File: src/sv/ssg_pkg.sv
// Shared types and constants for the scheduled spike generator.
// No dependencies.
`timescale 1ns / 1ps
package ssg_pkg;
    localparam int NEURONS   = 64;
    localparam int SLOTS     = 8;
    localparam int STEP_BITS = 32;
    localparam int N_BITS    = 6;
    localparam int S_BITS    = 3;
    localparam int A_BITS    = N_BITS + S_BITS;

    localparam logic OP_LOAD = 1'b0;
    localparam logic OP_TICK = 1'b1;

    typedef struct packed {
        logic        operation;
        logic [5:0]  neuron;
        logic [2:0]  slot;
        logic [31:0] start_step;
        logic [31:0] end_step;
        logic [31:0] period;
        logic        is_last;
        logic [31:0] tick_step;
    } in_item_t;

    typedef struct packed {
        logic [5:0] neuron_out;
        logic       spike;
        logic       last_of_tick;
    } out_item_t;

    // one stored instruction; done is the completed flag
    typedef struct packed {
        logic [STEP_BITS-1:0] start_step;
        logic [STEP_BITS-1:0] end_step;
        logic [STEP_BITS-1:0] period;
        logic                 is_last;
        logic                 done;
    } instr_t;
endpackage

File: src/sv/ssg_divmod.sv
// Restoring remainder unit, one quotient bit per cycle.
// Depends on ssg_pkg.
`timescale 1ns / 1ps
module ssg_divmod
    import ssg_pkg::*;
(
    input  logic                 aclk,
    input  logic                 aresetn,
    input  logic                 start,
    input  logic [STEP_BITS-1:0] dividend,
    input  logic [STEP_BITS-1:0] divisor,
    output logic                 busy,
    output logic                 zero_rem
);
    localparam int CNT_BITS = $clog2(STEP_BITS + 1);

    logic [STEP_BITS-1:0] quo_reg;
    logic [STEP_BITS:0]   rem_reg;
    logic [STEP_BITS-1:0] div_reg;
    logic [CNT_BITS-1:0]  cnt_reg;
    logic                 busy_reg;
    logic [STEP_BITS:0]   shifted;
    logic [STEP_BITS:0]   diff;

    assign shifted  = {rem_reg[STEP_BITS-1:0], quo_reg[STEP_BITS-1]};
    assign diff     = shifted - {1'b0, div_reg};
    assign busy     = busy_reg;
    assign zero_rem = (rem_reg == '0);

    always_ff @(posedge aclk) begin
        if (!aresetn) begin
            busy_reg <= 1'b0;
            cnt_reg  <= '0;
        end else if (start) begin
            busy_reg <= 1'b1;
            cnt_reg  <= CNT_BITS'(STEP_BITS);
        end else if (busy_reg) begin
            cnt_reg <= cnt_reg - 1'b1;
            if (cnt_reg == CNT_BITS'(1)) begin
                busy_reg <= 1'b0;
            end
        end
    end

    always_ff @(posedge aclk) begin
        if (start) begin
            quo_reg <= dividend;
            rem_reg <= '0;
            div_reg <= divisor;
        end else if (busy_reg) begin
            quo_reg <= {quo_reg[STEP_BITS-2:0], 1'b0};
            rem_reg <= diff[STEP_BITS] ? shifted : diff;
        end
    end
endmodule

File: config.mk
export PLATFORM = sky130hd
export DESIGN_NAME = ssg_divmod
export DESIGN_NICKNAME = d
export VERILOG_FILES = /design/src/sv/ssg_pkg.sv /design/src/sv/ssg_divmod.sv
export SDC_FILE = /design/constraint.sdc
export NUM_CORES = 1
export LEC_CHECK = 0
export ABC_AREA = 0
export BUFFER_PORTS_ARGS = -buffer_cell sky130_fd_sc_hd__buf_4
export CAP_MARGIN = 30
export CORE_MARGIN = 2
export CORE_UTILIZATION = 45
export CTS_BUF_LIST = sky130_fd_sc_hd__clkbuf_4
export DETAILED_ROUTE_END_ITERATION = 10
export MAX_ROUTING_LAYER = met4
export SETUP_SLACK_MARGIN = 0.3
export SLEW_MARGIN = 20
export SYNTH_ARGS = -nofsm -noshare
export SYNTH_HDL_FRONTEND = slang
export SYNTH_SLANG_ARGS = --single-unit
File: constraint.sdc
create_clock -name aclk -period 4.2 [get_ports aclk]
set_input_delay 0.84 -clock aclk [delete_from_list [all_inputs] [get_ports aclk]]
set_output_delay 0.84 -clock aclk [all_outputs]
set_load 0.02 [all_outputs]
-- Word-level counts from Yosys, hierarchy flattened
Index checks and enable logic that the tools add are counted.
- bits in writable memories: 0
- word-level logic and storage cells: 21
- register bits after elaboration: 104
- memory bits (read-only): 0
- bits in latches: 0
- output and inout bits: 2
- memories: 0
- $lt $le $gt $ge: 0
- shifts and indexed selects: 0
- div/mod/pow operators: 0
- mux-type cells: 8
- eq/ne operators: 1
- reduce and logical (&&, ||, !) cells: 3
- bitwise gates (word level): 1
- multipliers: 0
- add/sub/neg operators: 2
- operators with widths (operator ; number):
    two-way mux 32 bit ; 2
    zero test 33 bit ; 1
    two-way mux 33 bit ; 1
    subtractor 33 x 32 -> 33 bit ; 1
    two-way mux 6 bit ; 2
    == test 6 x 1 -> 1 bit (second input constant) ; 1
    subtractor 6 x 1 -> 6 bit (second input constant) ; 1
    two-way mux 1 bit ; 3
    nonzero test 2 bit ; 1
    OR reduction 2 bit ; 1
    NOT 1 bit ; 1

-- Depth between registers and ports, before layout
- word-level depth: 4
- mapped depth: 19
- gate-level depth less buffers: 18

-- Worst setup path after synthesis
Ideal clock, no wire load.
- path kind: register to register
- start point: reg quo_reg[31]
- end point: reg rem_reg[20]
- data required time: 4.063 ns
- setup slack: 0.480 ns
- setup time: 0.137 ns
- stages on the path, launching flop included: 18
- arrival: 3.583 ns
- cells stage by stage: edfxtp_1 > inv_1 > ha_1 > fa_1 > nor2b_1 > o31ai_1 > a21oi_2 > a41oi_2 > o21ai_1 > a31o_2 > a21boi_1 > o21ai_1 > a21o_1 > ha_1 > clkbuf_1 > buf_1 > mux2i_1 > a211oi_1
- longest elaborated chain between the ends: 2
- ends and longest elaborated chain (item ; line ; RTL):
    start: declaration ; ssg_divmod.sv:17 ; logic [STEP_BITS-1:0] quo_reg;
    start signal: assignment ; ssg_divmod.sv:47 ; quo_reg <= dividend;
    start signal: assignment ; ssg_divmod.sv:51 ; quo_reg <= {quo_reg[STEP_BITS-2:0], 1'b0};
    subtractor 33 x 32 -> 33 bit ; ssg_divmod.sv:26 ; assign diff = shifted - {1'b0, div_reg};
    two-way mux 33 bit ; ssg_divmod.sv:52 ; rem_reg <= diff[STEP_BITS] ? shifted : diff;
    end signal: assignment ; ssg_divmod.sv:52 ;
    end: declaration ; ssg_divmod.sv:18 ; logic [STEP_BITS:0] rem_reg;
No other way between the ends.
A chain may end at the register's enable or synchronous reset.

-- Final worst setup path
- start point: reg quo_reg[31]
- end point: reg rem_reg[29]
Same word-level chain as after synthesis.

==> impl_metrics.py <==
metrics = {
    "grt": {
        "grt_pass1_wl_um": 21200,
        "grt_pass1_vias": 4465,
        "grt_overflow_total": 0,
        "grt_antenna_before_repair": 1,
        "grt_start_max_net_pins": 42,
        "grtUsageTotal_pct": 19.1,
    },
    "sta": {
        "setup_viol": 0,
        "rsz0062_at_grt": "true",
        "maxClockFrequency_ghz": 0.270,
        "worstMarginPinSlew_ns": 0.732,
        "fin_crit_sh_pct": 88.1,
        "min_period_ns": 3.70,
        "fin_ws_ns": 0.501,
        "tns_ns": 0,
        "slew_violations": 0,
        "hold_viol": 0,
        "clock_skew_ns": 0.0223,
        "max_slew_margin_pct": 51.2,
    },
    "drt": {
        "wirelength_um": 12800,
        "routedWlPerCell_um": 15.5,
        "route.vias.total": 4526,
        "via_per_inst": 5.46,
        "ant_nets": 0,
        "drt_first_pass_iters": 5,
        "drtIter0Drc": 217,
        "drc": 0,
    },
    "die": {
        "core_area_um2": 13100,
        "row_count": 42,
        "chipWidth_um": 119,
        "die_height_um": 119,
        "ios": 69,
        "die_area_um2": 14200,
        "initial_utilization_pct": 45.5,
    },
    "synthesis": {
        "synth.area.mux_share_pct": 10.2,
        "avgSynthCellArea_um2": 10.2,
        "yosys.cell_types.count": 53,
        "synth_compound_area_share_pct": 16.1,
        "synth_top_family_by_area": "compound AO/OA/AOI/OAI gates",
        "yosys_warnings": 0,
        "yosys.area_share.simple_pct": 11.8,
        "synth-edff-count": 64,
        "synth_nets": 689,
        "synth-seq-cells": 104,
        "synthArstFlopShare_pct": 0,
        "netlist_area_um2": 5960,
        "synth_fa_ha_area_share_pct": 7.69,
        "synthCells": 586,
        "synth_ff_type": "edfxtp_1",
        "synth_xor_area_share_pct": 4.26,
        "yosysSeqAreaShare_pct": 45.7,
    },
    "cells_and_area": {
        "final-seq-area_um2": 2720,
        "largest_reg_flops": 33,
        "final_common_cell": "buf_4",
        "final_cells": 829,
        "syn2layout_area_growth_pct": 14.4,
        "multi_input_area_um2": 2990,
        "drive_gt1_share_pct": 21.3,
        "fillers": 1183,
        "layout_common_cells": "buf_4 (76), edfxtp_1 (64), nor2_1 (54), inv_1 (41), a21oi_1 (40)",
        "fin_nets": 750,
        "post-route-util_pct": 52.1,
    },
    "setup_path": {
        "criticalPathCategory": "reg2reg",
        "end_kind": "flop",
        "rr_startpoint": "quo_reg[31]$_DFFE_PP_",
        "ff2ff_path_depth": 17,
        "start_kind": "flop",
        "rr_endpoint": "rem_reg[29]$_SDFFE_PP0P_",
        "crit_required_ns": 4.66,
        "timing.reg2reg.setup_slack_ns": 0.50,
        "critPathArrivalTime_ns": 4.16,
        "crit_fanout": 17,
    },
    "placement": {
        "dpl.hpwl_um": 9170,
        "dp.cells": 808,
        "gp_congestion": 0.906,
        "io_buffers": 68,
        "place_ws_ns": 0.280,
    },
    "power": {
        "leakagePower_nw": 2.89,
        "totalPowerFinal_mw": 2.56,
        "ir_drop_v": 0.000171,
        "power.density_nw_per_um2": 375,
    },
    "clock_network": {
        "htreeDepth": 3,
        "cts_buffers": 9,
        "clk_path_buf_depth": 2,
        "ctsHoldBuffers": 0,
        "insertion_delay_ns": 0.50,
        "cts_num_sinks": 104,
        "cts_tree": "done",
        "clock-root-buffer": "clkbuf_4",
        "clk_pin_slew_worst_paths_ns": 0.18,
    },
    "worst_hold_path": {
        "min-delay-start": "divisor[20]",
        "hold_path.class": "in2reg",
        "min_path_cells": 1,
        "holdPathEnd": "div_reg[20]$_DFFE_PP_",
    },
    "flow_run": {
        "drv_cap": 0,
    },
    "run_status": {
        "outcome": "completed",
    },
}
[metrics by stage]
stage	hold WS (ns)	cell area, um^2
2_1_floorplan	0.461	5960
3_3_place_gp	0.480	6630
3_5_place_dp	0.493	6630
4_1_cts	0.458	6770
5_1_grt	0.456	6820
6_report	0.497	6820
[cells in the mapped netlist, drive strengths merged, types with 4 or more instances]
cell type	n	share of area, %
a211oi	23	2.9
a21o	23	2.9
a21oi	42	3.7
and2	4	0.42
buf	8	0.50
clkbuf	19	1.2
dfxtp	40	13
edfxtp	64	32
ha	35	7.3
inv	41	2.6
mux2	31	5.9
mux2i	26	4.4
nand2	29	1.8
nand2b	4	0.42
nand3	13	1.1
nand4	7	0.73
nor2	55	3.5
nor2b	5	0.52
nor3	12	1.0
nor4	8	0.84
o21a	4	0.50
o21ai	24	2.1
o21bai	4	0.50
xnor2	19	2.8
xor2	10	1.5
[metal layers]
metal	GRT usage, %	share of wire (%)	wire [um]
met1	23.7	46	5940
met2	30.7	47	6020
met3	3.74	4.9	622
met4	7.59	1.8	233
met5	-	0	0
[power breakdown]
| part | internal (mW) | switching [mW] | leakage (nW) |
|---|---|---|---|
| Sequential | 1.19 | 0.0664 | 0.965 |
| Combinational | 0.355 | 0.415 | 1.84 |
| Clock | 0.141 | 0.391 | 0.0790 |
[worst max path at each step]
stage	slack [ns]	from	endpoint
floorplan	0.48	quo_reg[31]$_DFFE_PP_	rem_reg[20]$_SDFFE_PP0P_
global placement	0.46	quo_reg[31]$_DFFE_PP_	rem_reg[30]$_SDFFE_PP0P_
detailed placement	0.28	quo_reg[31]$_DFFE_PP_	rem_reg[30]$_SDFFE_PP0P_
CTS	0.30	quo_reg[31]$_DFFE_PP_	rem_reg[29]$_SDFFE_PP0P_
global route	0.26	quo_reg[31]$_DFFE_PP_	rem_reg[30]$_SDFFE_PP0P_
finish	0.50	quo_reg[31]$_DFFE_PP_	rem_reg[29]$_SDFFE_PP0P_
[cells by family (layout without fill, tap and decap cells)]
kind of cell,count (synthesis),in the layout
and+or+nand+nor,149,149
AOI/OAI and AO/OA,143,143
buffers and inverters,68,134
DFF,104,104
other,0,1
xor gates and xnor gates,29,29
adders and majority gates,36,36
muxes,57,57
[critical path: stages, from the launching register on]
cell      delay (ns)
edfxtp_1        0.42
inv_1           0.07
ha_1            0.18
fa_1            0.24
nor2b_2         0.06
o31ai_2         0.28
a21oi_2         0.15
a41oi_2         0.33
o21ai_2         0.11
a31o_2          0.28
a21boi_1        0.13
o21ai_1         0.07
a21o_1          0.18
ha_1            0.35
buf_4           0.28
nand2_1         0.08
o311a_1         0.31
a21oi_2         0.12
[area by class of cell]
class / count / area share (%)
flip-flops and latches: 104 / 40.0
multi-input cells: 414 / 43.9
clock buffers: 9 / 0.991
well taps: 176 / 3.23
diodes: 1 / 0.0367
inverters: 41 / 2.26
repair buffers: 77 / 8.59
clock inverters: 7 / 1.06
[what timing repair did]
action | in CTS | in global routing
resized for setup | 1 | 4
buffers inserted | 0 | 4
pin swaps | 0 | 3
setup endpoints to repair | 2 | 32
Power figures use the tool's default switching activity.
